--- src/sv/bsrc_pkg.sv ---
// ----------------------------------------------------------------------------
// bsrc_pkg: shared types and constants for the banker's safety checker
// Item kinds, result status codes and the controller/datapath command link.
// ----------------------------------------------------------------------------
package bsrc_pkg;

    localparam int PROCESSES_DEF = 8;
    localparam int RESOURCES_DEF = 4;
    localparam int UNIT_W        = 12;

    typedef enum logic [2:0] {
        KIND_SET_AVAIL = 3'd0,
        KIND_SET_ALLOC = 3'd1,
        KIND_SET_MAX   = 3'd2,
        KIND_STAGE     = 3'd3,
        KIND_CHECK     = 3'd4,
        KIND_SUBMIT    = 3'd5
    } kind_t;

    localparam logic [2:0] ST_WRITTEN = 3'd0;
    localparam logic [2:0] ST_SAFE    = 3'd1;
    localparam logic [2:0] ST_UNSAFE  = 3'd2;
    localparam logic [2:0] ST_EXCEEDS = 3'd3;
    localparam logic [2:0] ST_INSUFF  = 3'd4;

    localparam logic CFG_PROCS = 1'b0;
    localparam logic CFG_RES   = 1'b1;

    // controller -> datapath
    typedef struct packed {
        logic table_write;  // apply the captured write kind
        logic chk_start;    // load work vector, clear done flags
        logic chk_step;     // test one process against work
        logic sub_cmp;      // compare request against need/available
        logic sub_apply;    // apply request, save old entries
        logic sub_restore;  // roll back saved entries
    } dp_cmd_t;

    // datapath -> controller
    typedef struct packed {
        logic fits;         // current process fits (and not done)
        logic exceeds;      // request above need
        logic insuff;       // request above available
    } dp_stat_t;

endpackage

--- src/sv/bankers_safety_and_request_check.sv ---
// ----------------------------------------------------------------------------
// bankers_safety_and_request_check: banker's algorithm safety/request checker
// Table writes, safety checks and request grants with rollback.
// ----------------------------------------------------------------------------
// One item at a time. Table writes and request staging pass through decode
// and give a single result. A safety check compares one process against the
// work vector per cycle, in repeated passes over the P processes in use, and
// then emits one result per process of the safe order; a submit adds compare
// and apply steps before the check and a rollback step when unsafe. Results
// leave through an output register.
module bankers_safety_and_request_check #(
    parameter int PROCESSES = bsrc_pkg::PROCESSES_DEF,
    parameter int RESOURCES = bsrc_pkg::RESOURCES_DEF
) (
    input  logic        aclk,
    input  logic        aresetn,
    input  logic        cfg_we,
    input  logic        cfg_index,
    input  logic [3:0]  cfg_data,
    input  logic        s_valid,
    output logic        s_ready,
    input  logic [2:0]  s_kind,
    input  logic [2:0]  s_process,
    input  logic [1:0]  s_resource,
    input  logic [11:0] s_amount,
    output logic        m_valid,
    input  logic        m_ready,
    output logic [2:0]  m_status,
    output logic [2:0]  m_seq_process,
    output logic        m_last
);
    import bsrc_pkg::*;

    localparam int PW = (PROCESSES > 1) ? $clog2(PROCESSES) : 1;
    localparam int RW = (RESOURCES > 1) ? $clog2(RESOURCES) : 1;

    logic [3:0] pcnt_reg;
    logic [2:0] rcnt_reg;
    logic [1:0] res_reg;
    logic [11:0] amt_reg;
    logic [PW:0] nproc;
    logic [RW:0] nres;
    logic [2:0] kind_q, proc_q;
    logic [PW-1:0] cur_proc;
    dp_cmd_t  cmd;
    dp_stat_t stat;

    always_ff @(posedge aclk) begin
        if (!aresetn) begin
            pcnt_reg <= 4'd8;
            rcnt_reg <= 3'd4;
        end else if (cfg_we) begin
            if (cfg_index == CFG_PROCS) pcnt_reg <= cfg_data;
            else rcnt_reg <= cfg_data[2:0];
        end
    end

    always_ff @(posedge aclk) begin
        if (s_valid && s_ready) begin
            res_reg <= s_resource;
            amt_reg <= s_amount;
        end
    end

    // saturate counts into 1..built size
    assign nproc = (pcnt_reg == '0) ? (PW+1)'(1) :
                   (32'(pcnt_reg) > PROCESSES) ? (PW+1)'(PROCESSES) : (PW+1)'(pcnt_reg);
    assign nres  = (rcnt_reg == '0) ? (RW+1)'(1) :
                   (32'(rcnt_reg) > RESOURCES) ? (RW+1)'(RESOURCES) : (RW+1)'(rcnt_reg);

    bsrc_ctrl #(.PROCESSES(PROCESSES)) u_ctrl (
        .aclk(aclk), .aresetn(aresetn),
        .s_valid(s_valid), .s_ready(s_ready),
        .s_kind(s_kind), .s_process(s_process),
        .kind_q(kind_q), .proc_q(proc_q),
        .m_valid(m_valid), .m_ready(m_ready),
        .m_status(m_status), .m_seq_process(m_seq_process), .m_last(m_last),
        .nproc(nproc), .cur_proc(cur_proc), .cmd(cmd), .stat(stat)
    );

    bsrc_datapath #(.PROCESSES(PROCESSES), .RESOURCES(RESOURCES)) u_dp (
        .aclk(aclk), .aresetn(aresetn), .cmd(cmd), .stat(stat),
        .kind(kind_q), .process(proc_q), .resource(res_reg), .amount(amt_reg),
        .cur_proc(cur_proc), .nres(nres)
    );

    a_status_range: assert property (@(posedge aclk) disable iff (!aresetn)
        m_valid |-> m_status <= ST_INSUFF) else $error("bad status");
    a_seq_only_safe: assert property (@(posedge aclk) disable iff (!aresetn)
        m_valid && m_status != ST_SAFE |-> m_last && m_seq_process == 3'd0)
        else $error("sequence on non-safe result");
    a_no_apply_restore: assert property (@(posedge aclk) disable iff (!aresetn)
        !(cmd.sub_apply && cmd.sub_restore)) else $error("apply and restore");

endmodule

--- src/sv/bsrc_datapath.sv ---
// ----------------------------------------------------------------------------
// bsrc_datapath: resource tables, work vector and comparators
// Holds available, allocation, need and staged request; evaluates one
// process per cycle against the work vector for the safety check.
// ----------------------------------------------------------------------------
module bsrc_datapath #(
    parameter int PROCESSES = 8,
    parameter int RESOURCES = 4,
    parameter int PW = (PROCESSES > 1) ? $clog2(PROCESSES) : 1,
    parameter int RW = (RESOURCES > 1) ? $clog2(RESOURCES) : 1
) (
    input  logic                   aclk,
    input  logic                   aresetn,
    input  bsrc_pkg::dp_cmd_t      cmd,
    output bsrc_pkg::dp_stat_t     stat,
    input  logic [2:0]             kind,
    input  logic [2:0]             process,
    input  logic [1:0]             resource,
    input  logic [11:0]            amount,
    input  logic [PW-1:0]          cur_proc,
    input  logic [RW:0]            nres
);
    import bsrc_pkg::*;

    localparam int WORK_W = UNIT_W + $clog2(PROCESSES + 1) + 1;

    logic [UNIT_W-1:0] avail_reg [RESOURCES];
    logic [UNIT_W-1:0] req_reg   [RESOURCES];
    logic [UNIT_W-1:0] alloc_reg [PROCESSES][RESOURCES];
    logic [UNIT_W-1:0] need_reg  [PROCESSES][RESOURCES];
    logic [UNIT_W-1:0] sv_alloc_reg [RESOURCES];
    logic [UNIT_W-1:0] sv_need_reg  [RESOURCES];
    logic [UNIT_W-1:0] sv_av_reg    [RESOURCES];
    logic [WORK_W-1:0] work_reg  [RESOURCES];
    logic [PROCESSES-1:0] done_reg;

    logic p_ok, r_ok;
    logic [PW-1:0] p_idx;
    logic [RW-1:0] r_idx;
    logic [UNIT_W:0] sum_w [RESOURCES];
    logic [RESOURCES-1:0] use_r, fit_r, exc_r, ins_r;

    assign p_ok  = 32'(process) < PROCESSES;
    assign r_ok  = 32'(resource) < RESOURCES;
    assign p_idx = PW'(process);
    assign r_idx = RW'(resource);

    always_comb begin
        for (int j = 0; j < RESOURCES; j++) begin
            use_r[j] = 32'(j) < 32'(nres);
            fit_r[j] = !use_r[j] ||
                (WORK_W'(need_reg[cur_proc][j]) <= work_reg[j]);
            exc_r[j] = use_r[j] && (req_reg[j] > need_reg[p_idx][j]);
            ins_r[j] = use_r[j] && (req_reg[j] > avail_reg[j]);
            sum_w[j] = {1'b0, alloc_reg[p_idx][j]} + {1'b0, req_reg[j]};
        end
        stat.fits    = !done_reg[cur_proc] && (&fit_r);
        stat.exceeds = |exc_r;
        stat.insuff  = |ins_r;
    end

    always_ff @(posedge aclk) begin
        if (!aresetn) begin
            done_reg <= '0;
            for (int j = 0; j < RESOURCES; j++) begin
                avail_reg[j] <= '0;
                req_reg[j]   <= '0;
                for (int i = 0; i < PROCESSES; i++) begin
                    alloc_reg[i][j] <= '0;
                    need_reg[i][j]  <= '0;
                end
            end
        end else begin
            if (cmd.table_write) begin
                case (kind)
                    KIND_SET_AVAIL: if (r_ok) avail_reg[r_idx] <= amount;
                    KIND_SET_ALLOC: if (p_ok && r_ok) alloc_reg[p_idx][r_idx] <= amount;
                    KIND_SET_MAX: begin
                        if (p_ok && r_ok) begin
                            need_reg[p_idx][r_idx] <=
                                (amount > alloc_reg[p_idx][r_idx]) ?
                                amount - alloc_reg[p_idx][r_idx] : '0;
                        end
                    end
                    KIND_STAGE: if (r_ok) req_reg[r_idx] <= amount;
                    default: ;
                endcase
            end
            if (cmd.chk_start) begin
                done_reg <= '0;
                for (int j = 0; j < RESOURCES; j++) work_reg[j] <= WORK_W'(avail_reg[j]);
            end
            if (cmd.chk_step && stat.fits) begin
                done_reg[cur_proc] <= 1'b1;
                for (int j = 0; j < RESOURCES; j++)
                    work_reg[j] <= work_reg[j] + WORK_W'(alloc_reg[cur_proc][j]);
            end
            if (cmd.sub_apply) begin
                for (int j = 0; j < RESOURCES; j++) begin
                    sv_alloc_reg[j] <= alloc_reg[p_idx][j];
                    sv_need_reg[j]  <= need_reg[p_idx][j];
                    sv_av_reg[j]    <= avail_reg[j];
                    if (use_r[j]) begin
                        avail_reg[j] <= avail_reg[j] - req_reg[j];
                        need_reg[p_idx][j] <= need_reg[p_idx][j] - req_reg[j];
                        alloc_reg[p_idx][j] <= sum_w[j][UNIT_W] ? '1 : sum_w[j][UNIT_W-1:0];
                    end
                end
            end
            if (cmd.sub_restore) begin
                for (int j = 0; j < RESOURCES; j++) begin
                    alloc_reg[p_idx][j] <= sv_alloc_reg[j];
                    need_reg[p_idx][j]  <= sv_need_reg[j];
                    avail_reg[j]        <= sv_av_reg[j];
                end
            end
        end
    end

endmodule

--- src/sv/bsrc_ctrl.sv ---
// ----------------------------------------------------------------------------
// bsrc_ctrl: sequencer for the banker's safety checker
// Captures an item, steps the safety passes, queues the safe order and
// emits results through a registered output stage.
// ----------------------------------------------------------------------------
module bsrc_ctrl #(
    parameter int PROCESSES = 8,
    parameter int PW = (PROCESSES > 1) ? $clog2(PROCESSES) : 1
) (
    input  logic                 aclk,
    input  logic                 aresetn,
    input  logic                 s_valid,
    output logic                 s_ready,
    input  logic [2:0]           s_kind,
    input  logic [2:0]           s_process,
    output logic [2:0]           kind_q,
    output logic [2:0]           proc_q,
    output logic                 m_valid,
    input  logic                 m_ready,
    output logic [2:0]           m_status,
    output logic [2:0]           m_seq_process,
    output logic                 m_last,
    input  logic [PW:0]          nproc,
    output logic [PW-1:0]        cur_proc,
    output bsrc_pkg::dp_cmd_t    cmd,
    input  bsrc_pkg::dp_stat_t   stat
);
    import bsrc_pkg::*;

    typedef enum logic [3:0] {
        S_IDLE, S_DECODE, S_CMP, S_APPLY, S_CHK_START, S_CHK_STEP,
        S_RESTORE, S_OUT_ONE, S_OUT_SEQ, S_WAIT
    } state_t;

    state_t state_reg;
    logic [2:0]    kind_reg, proc_reg;
    logic [PW-1:0] cur_reg;
    logic [PW:0]   cnt_reg, emit_reg;
    logic          moved_reg;
    logic [2:0]    order_reg [PROCESSES];
    logic          ov_reg;
    logic [2:0]    st_reg, seq_reg;
    logic [2:0]    pend_st_reg;
    logic          last_reg;
    logic [PW:0]   cur_w;
    logic          out_load;

    assign kind_q   = kind_reg;
    assign proc_q   = proc_reg;
    assign cur_proc = cur_reg;
    assign s_ready  = (state_reg == S_IDLE);
    assign m_valid  = ov_reg;
    assign m_status = st_reg;
    assign m_seq_process = seq_reg;
    assign m_last   = last_reg;
    assign cur_w    = {1'b0, cur_reg};
    assign out_load = ((state_reg == S_OUT_ONE) || (state_reg == S_OUT_SEQ)) &&
                      (!ov_reg || m_ready);

    always_comb begin
        cmd = '0;
        cmd.table_write = (state_reg == S_DECODE) && (kind_reg <= KIND_STAGE);
        cmd.chk_start   = (state_reg == S_CHK_START);
        cmd.chk_step    = (state_reg == S_CHK_STEP);
        cmd.sub_apply   = (state_reg == S_APPLY);
        cmd.sub_restore = (state_reg == S_RESTORE);
        cmd.sub_cmp     = (state_reg == S_CMP);
    end

    always_ff @(posedge aclk) begin
        if (!aresetn) begin
            state_reg <= S_IDLE;
            ov_reg    <= 1'b0;
        end else begin
            if (out_load) ov_reg <= 1'b1;
            else if (ov_reg && m_ready) ov_reg <= 1'b0;
            case (state_reg)
                S_IDLE: begin
                    if (s_valid) begin
                        kind_reg  <= s_kind;
                        proc_reg  <= s_process;
                        state_reg <= S_DECODE;
                    end
                end
                S_DECODE: begin
                    pend_st_reg <= ST_WRITTEN;
                    case (kind_reg)
                        KIND_CHECK:  state_reg <= S_CHK_START;
                        KIND_SUBMIT: begin
                            if ({1'b0, proc_reg} >= 4'(nproc)) begin
                                pend_st_reg <= ST_EXCEEDS;
                                state_reg   <= S_OUT_ONE;
                            end else begin
                                state_reg <= S_CMP;
                            end
                        end
                        KIND_SET_AVAIL, KIND_SET_ALLOC, KIND_SET_MAX, KIND_STAGE:
                            state_reg <= S_OUT_ONE;
                        default: state_reg <= S_IDLE;
                    endcase
                end
                S_CMP: begin
                    if (stat.exceeds) begin
                        pend_st_reg <= ST_EXCEEDS; state_reg <= S_OUT_ONE;
                    end else if (stat.insuff) begin
                        pend_st_reg <= ST_INSUFF; state_reg <= S_OUT_ONE;
                    end else begin
                        state_reg <= S_APPLY;
                    end
                end
                S_APPLY: state_reg <= S_CHK_START;
                S_CHK_START: begin
                    cur_reg   <= '0;
                    cnt_reg   <= '0;
                    moved_reg <= 1'b0;
                    state_reg <= S_CHK_STEP;
                end
                S_CHK_STEP: begin
                    logic [PW:0] cnt_n;
                    logic        mv_n;
                    cnt_n = cnt_reg;
                    mv_n  = moved_reg;
                    if (stat.fits) begin
                        order_reg[cnt_reg[PW-1:0]] <= 3'(cur_reg);
                        cnt_n = cnt_reg + 1'b1;
                        mv_n  = 1'b1;
                    end
                    cnt_reg <= cnt_n;
                    if (cnt_n == nproc) begin
                        emit_reg  <= '0;
                        state_reg <= S_OUT_SEQ;
                    end else if (cur_w + 1'b1 == nproc) begin
                        cur_reg   <= '0;
                        moved_reg <= 1'b0;
                        if (!mv_n) begin
                            pend_st_reg <= ST_UNSAFE;
                            state_reg <= (kind_reg == KIND_SUBMIT) ? S_RESTORE : S_OUT_ONE;
                        end
                    end else begin
                        cur_reg   <= cur_reg + 1'b1;
                        moved_reg <= mv_n;
                    end
                end
                S_RESTORE: state_reg <= S_OUT_ONE;
                S_OUT_ONE: begin
                    if (!ov_reg || m_ready) begin
                        st_reg    <= pend_st_reg;
                        seq_reg   <= '0;
                        last_reg  <= 1'b1;
                        state_reg <= S_IDLE;
                    end
                end
                S_OUT_SEQ: begin
                    if (!ov_reg || m_ready) begin
                        st_reg   <= ST_SAFE;
                        seq_reg  <= order_reg[emit_reg[PW-1:0]];
                        last_reg <= (emit_reg + 1'b1 == nproc);
                        emit_reg <= emit_reg + 1'b1;
                        if (emit_reg + 1'b1 == nproc) state_reg <= S_WAIT;
                    end
                end
                S_WAIT: state_reg <= S_IDLE;
                default: state_reg <= S_IDLE;
            endcase
        end
    end

endmodule
--- config.mk ---
export PLATFORM = sky130hd
export DESIGN_NAME = bankers_safety_and_request_check
export DESIGN_NICKNAME = d
export VERILOG_FILES = /design/src/sv/bsrc_pkg.sv /design/src/sv/bankers_safety_and_request_check.sv /design/src/sv/bsrc_datapath.sv /design/src/sv/bsrc_ctrl.sv
export SDC_FILE = /design/constraint.sdc
export NUM_CORES = 2
export LEC_CHECK = 0
export ABC_CLOCK_PERIOD_IN_PS = 7500
export BUFFER_PORTS_ARGS = -buffer_cell sky130_fd_sc_hd__buf_2
export CAP_MARGIN = 10
export CORE_ASPECT_RATIO = 1.2
export CORE_MARGIN = 2
export CORE_UTILIZATION = 40
export CTS_CLUSTER_DIAMETER = 80
export DETAILED_ROUTE_END_ITERATION = 7
export PLACE_DENSITY_LB_ADDON = 0.3
export SYNTH_ARGS = -nofsm -noshare
export SYNTH_HDL_FRONTEND = slang
export SYNTH_HIERARCHICAL = 1
export SYNTH_SLANG_ARGS = --single-unit
--- constraint.sdc ---
create_clock -name aclk -period 7.5 [get_ports aclk]
set_clock_uncertainty 0.05 [all_clocks]
set_input_delay 0 -clock aclk [delete_from_list [all_inputs] [get_ports aclk]]
set_output_delay 0 -clock aclk [all_outputs]
set_load 0.01 [all_outputs]
After elaboration in Yosys (flattened, before gate mapping):

Memories as Yosys holds them, arrays and structs flattened. A register that Yosys moved wholly into a read port is not among the register bits.
Cells that the tools add are included.

* register bits: 62
* memory bits (writable): 1100
* input bits: 30
* output and inout port bits: 9
* word-level logic and storage cells: 699
* memories kept: 9

* add/sub/neg operators: 21
* $lt $le $gt $ge: 25
* equality and inequality tests: 27
* multiplexer cells: 339
* bitwise gates (word level): 207
* reduce and logical (&&, ||, !) cells: 54

Memories
* u_dp.alloc_reg: words 8, width 48, read ports 2, clocked after Yosys merged registers in 2, wr ports 8, line bsrc_datapath.sv:29 `logic [UNIT_W-1:0] alloc_reg [PROCESSES][RESOURCES];`
* u_dp.need_reg: words 8, width 48, read ports 2, clocked after Yosys merged registers in 2, wr ports 8, line bsrc_datapath.sv:30 `logic [UNIT_W-1:0] need_reg [PROCESSES][RESOURCES];`
* u_dp.work_reg: words 4, width 17, read ports 4, clocked after Yosys merged registers in 0, wr ports 4, line bsrc_datapath.sv:34 `logic [WORK_W-1:0] work_reg [RESOURCES];`
* u_dp.avail_reg: words 4, width 12, read ports 4, clocked after Yosys merged registers in 0, wr ports 4, line bsrc_datapath.sv:27 `logic [UNIT_W-1:0] avail_reg [RESOURCES];`
* u_dp.req_reg: words 4, width 12, read ports 4, clocked after Yosys merged registers in 0, wr ports 4, line bsrc_datapath.sv:28 `logic [UNIT_W-1:0] req_reg [RESOURCES];`
* u_dp.sv_alloc_reg: words 4, width 12, read ports 4, clocked after Yosys merged registers in 0, wr ports 4, line bsrc_datapath.sv:31 `logic [UNIT_W-1:0] sv_alloc_reg [RESOURCES];`
* 3 more memories

Operator list (number)
* $mux W48: 6
* $mux W1: 253
* $mux W12: 18
* $or A1 B1 Y1: 204
* $gt A12 B12 Y1: 9
* $sub A12 B12 Y12: 9
* $reduce_or A48 Y1: 2
* $mux W3: 23
* $add A17 B12 Y17: 4
* $le A12 B17 Y1: 4
* $mux W17: 4
* $mux W4: 15
* $add A12 B12 Y13: 4
* $pmux W4 S9: 1
* $bmux W12 S2: 1
* $demux W12 S2: 1
* $mux W8: 3
* $reduce_or A12 Y1: 2
* $pmux W3 S2: 3
* $eq A4 B3 Y1 const B: 4
* $logic_and A1 B1 Y1: 16
* $ne A2 B2 Y1 const B: 8
* $pmux W4 S2: 2
* $eq A4 B4 Y1: 3
* 41 further kinds: 74

Logic depth before layout (Yosys ltp):

* depth in word-level cells: 15
* depth in mapped cells: 25
* mapped depth without buffers: 20

By module:

The synthesis kept the hierarchy.

By module, submodules not included
* bsrc_datapath: times used 1, cells an instance 5401, area each 59094.2 um^2, seq. area each 32471.1 um^2
* bsrc_ctrl: times used 1, cells an instance 241, area each 2992.9 um^2, seq. area each 1721.7 um^2
* bankers_safety_and_request_check: times used 1, cells an instance 53, area each 755.7 um^2, seq. area each 560.5 um^2

Worst setup path before layout:

Ideal clock, no wire load.

* path kind: flip-flop to flip-flop
* from: register u_ctrl.state_reg[1]
* to: memory u_dp/alloc_reg[0][11] (netlist name) (data pin)
* arrival: 5.955 ns
* data required time: 7.176 ns
* path slack: 1.221 ns
* cell stages (with the launch flop): 11
* period minus slack after synthesis: 6.279 ns
* cell sequence: dfxtp_1 -> clkbuf_1 -> and3_1 -> nand2_1 -> inv_1 -> nand2_1 -> or4_1 -> nor3_2 -> nor2_1 -> a22oi_1 -> a21oi_1

RTL lines
* start, declared: line bsrc_ctrl.sv:35 `state_t state_reg;`
* start signal, assigned: line bsrc_ctrl.sv:137 `state_reg <= (kind_reg == KIND_SUBMIT) ? S_RESTORE : S_OUT_ONE;`
* end, declared: line bsrc_datapath.sv:29

==> out/summary.txt <==
Num Clock Sinks = 1165
DR vias/cell = 6.47
PortBufs = 38
Maximum clock insertion buffer count = 3
Largest net degree at the start of global routing = 68
Synth Warn # = 6
Fill cells = 14300
Synth unique cells = 97
Count of pins over their slew limit = 0
Max-slew headroom = 18.3%
Initial Utilization = 40.2%
1st-iter DRT viols = 6961
R2R depth = 19
FF-to-FF End = u_dp/need_reg[6][36]$_SDFFCE_PN0P_
Status = finished, final reports clean
Setup TNS = 0 ps
GPL Wtd Cong = 0.971
Worst Hold Launch = cfg_we
Max-Cap Viols = 0
CP required = 8060 ps
Leak = 25.4 nW
Most common cell after layout, fill and taps aside = edfxtp_1
Main synth FF type = edfxtp_1
Final HPWL DP = 162000 um
GRT Total Usage = 28.8%
Buf/Inv on CP = 3
Switching Fraction = 37.3%
WL final = 239000 um
Root Buffer = clkbuf_16
Post-CTS Setup Inserts = 0
Mapped Area = 0.0628 mm2
DR vias = 51500
Most frequent cells in the layout = 1142 x edfxtp_1, 1077 x nor2_1, 663 x a22oi_1, 272 x nand2_1, 258 x ha_1
Clock transition at the registers of the reported paths = 70 ps
Type of origin of the critical path = register
Avg Inst Size Synth = 11.0 um2
Power share of the sequential group = 36.6%
Final routed DRC violation total = 0
Clk_lat worst skew = 790 ps
Initial antenna violation count = 10
Min cycle time layout = 6590 ps
Hold Vio Cnt, Final = 0
Synthesis-to-finish area growth = 12.7%
Synthesized flop and latch total = 1165
Placeable Area = 0.156 mm2
Area of the multi-input gates = 0.0262 mm2
Clock buffers created by TritonCTS = 116
Worst EP arrival = 7150 ps
CP cell instances = buf_4 > nor2_1 > nand2_1 > o21ai_0 > a222oi_1 > o21ai_0 > mux4_2 > ha_1 > inv_1 > fa_1 > a21o_1 > a21oi_1 > o21ai_0 > nand2_1 > a21o_1 > buf_4 > o31ai_1 > o21ai_1 > nor2_1
Sw Pwr = 0.00803 W
Fin util = 45.3%
First-pass GRT wire length = 342000 um
Crit-path leading delay family = compound AO/OA/AOI/OAI gates
WL/cell = 30.0 um
Mapped Cells = 5695
RSZ-0062 raised after global routing = false
Max stage delay on crit path = 770 ps
Worst hold slack = 61.7 ps
FF-to-FF setup slack = 910 ps
CP Capture Type = register
Clock Power Share = 29.3%
Sequential cell area = 0.0348 mm2
Nets = 6078
Register area share after synthesis = 55.3%
Vias in the first global route = 50000
Peak supply drop = 0.223 mV
Power Density = 304 mW/mm2
DRT antenna net count = 0
Async SR Flop Fraction = 0%
Int Pwr = 0.0135 W
Slowest CP cell = o31ai_1
Worst-Margin Slew = 1230 ps
Congestion Overflow GR = 0
Most used cell, CP = o21ai_0
Row cnt = 159
Share of cells above drive strength 1 = 10.2%
Crit path from = u_ctrl/proc_q[2]$_DFFE_PP_
Logic pwr share = 34.1%
Hold path depth = 4
Die width = 366 um
Hold EP = pcnt_reg[3]$_SDFFE_PN1P_
Die height = 438 um
CP Class = register to register
Drt first pass iters = 8
Number of synthesized flops with an enable pin = 1142
Die Footprint = 0.160 mm2
Crit-path max FO = 36
CTS tree = built
Syn nets = 6000
Fin crit share = 87.9%
IO Count = 39
HP Class = input pin to register
Crit Reg-Reg Startpoint = u_ctrl/proc_q[2]$_DFFE_PP_
Fmax = 152 MHz
H-Tree Depth = 3
Final setup viols = 0
## kinds of logic (layout without fill, tap and decap cells)
family | Yosys count | after routing | share of synthesized area, %
buffers and inverters | 522 | 698 | 3.18
multiplexers | 149 | 149 | 2.85
XOR/XNOR | 172 | 172 | 2.44
adder cells (fa/ha/maj) | 275 | 275 | 5.68
flip-flops | 1165 | 1165 | 55.3
other | 0 | 6 | 0
AO/OA/AOI/OAI | 1487 | 1487 | 16.9
AND/OR/NAND/NOR | 1925 | 1925 | 13.7
## worst register-to-register path: stages (launching register included)
cell,delay [ps]
edfxtp_1,460
buf_4,500
nor2_1,330
nand2_1,130
o21ai_0,90
a222oi_1,530
o21ai_0,440
mux4_2,540
ha_1,220
inv_1,90
fa_1,220
a21o_1,130
a21oi_1,100
o21ai_0,380
nand2_1,120
a21o_1,360
buf_4,300
o31ai_1,770
o21ai_1,470
nor2_1,200
## routing by layer
| layer | part of all wire, % | GRT usage, % |
|---|---|---|
| met3 | 11 | 5.91 |
| met2 | 46 | 46.8 |
| met4 | 6.7 | 17.9 |
| met1 | 36 | 35.3 |
| met5 | 0.011 | 0 |
## synth_stat cells (all sizes together), types with 13 or more instances
library cell | number | area [um2]
mux4 | 16 | 360
dfxtp | 23 | 460
nor2b | 65 | 414
a31oi | 26 | 163
a222oi | 26 | 260
mux2 | 79 | 890
a211oi | 27 | 208
xnor2 | 110 | 963
a21oi | 210 | 1050
nand2b | 37 | 231
nand4 | 138 | 870
a21o | 35 | 263
o21a | 33 | 248
ha | 258 | 3230
a21boi | 18 | 139
clkbuf | 283 | 1060
inv | 182 | 683
xor2 | 60 | 526
fa | 17 | 340
nand3 | 81 | 405
o211ai | 24 | 180
o21bai | 15 | 113
edfxtp | 1142 | 34300
mux2i | 54 | 541
nand2 | 274 | 1030
o21ai | 166 | 842
and3 | 49 | 307
nor2 | 1082 | 4060
buf | 54 | 240
and2 | 25 | 161
o221ai | 17 | 149
o31ai | 18 | 145
or2 | 18 | 113
nor3 | 83 | 430
a22o | 32 | 280
a221oi | 76 | 672
a22oi | 663 | 4980
or3 | 13 | 81.3
## power by group through the flow
| stage | registers, W | clock network [W] | logic (W) |
|---|---|---|---|
| detailed placement | 0.00799 | 0 | 0.00707 |
| floorplan | 0.00785 | 0 | 0.00410 |
| global route | 0.00789 | 0.00659 | 0.00769 |
| finish | 0.00786 | 0.00630 | 0.00734 |
| global placement | 0.00798 | 0 | 0.00700 |
| CTS | 0.00785 | 0.00635 | 0.00712 |
## area by class of cell
cell class,instances,area share [%]
diodes,6,0.0212
clock buffers,125,4.15
clock inverters,91,1.56
inverters,185,0.988
multi-input cells,4008,37.0
flip-flops and latches,1165,49.1
well taps,2093,3.70
repair buffers,297,3.49
## how the worst max path moves through the flow
stage	depth (start not counted)	endpoint
5_1_grt	20	u_dp/need_reg[7][36]$_SDFFCE_PN0P_
3_3_place_gp	21	u_dp/need_reg[4][12]$_SDFFCE_PN0P_
3_5_place_dp	21	u_dp/need_reg[5][12]$_SDFFCE_PN0P_
4_1_cts	21	u_dp/need_reg[5][12]$_SDFFCE_PN0P_
2_1_floorplan	10	u_dp/alloc_reg[0][11]$_SDFFCE_PN0P_
6_report	19	u_dp/need_reg[6][36]$_SDFFCE_PN0P_
## metrics by stage
| stage | instances | setup slack, ps | total power, W | area, um2 |
|---|---|---|---|---|
| 2_1_floorplan | 5695 | 1220 | 0.0119 | 62800 |
| 3_3_place_gp | 7688 | 1190 | 0.0150 | 66200 |
| 3_5_place_dp | 7688 | 1230 | 0.0151 | 66200 |
| 4_1_cts | 7964 | 1160 | 0.0213 | 70800 |
| 5_1_grt | 7965 | 883 | 0.0222 | 70800 |
| 6_report | 7970 | 908 | 0.0215 | 70800 |
## timing repair
item                      4_1_cts  5_1_grt
hold buffers                   60        0
gates resized for setup         0        0
hold endpoints to repair       66        0
Power figures use the tool's default switching activity.
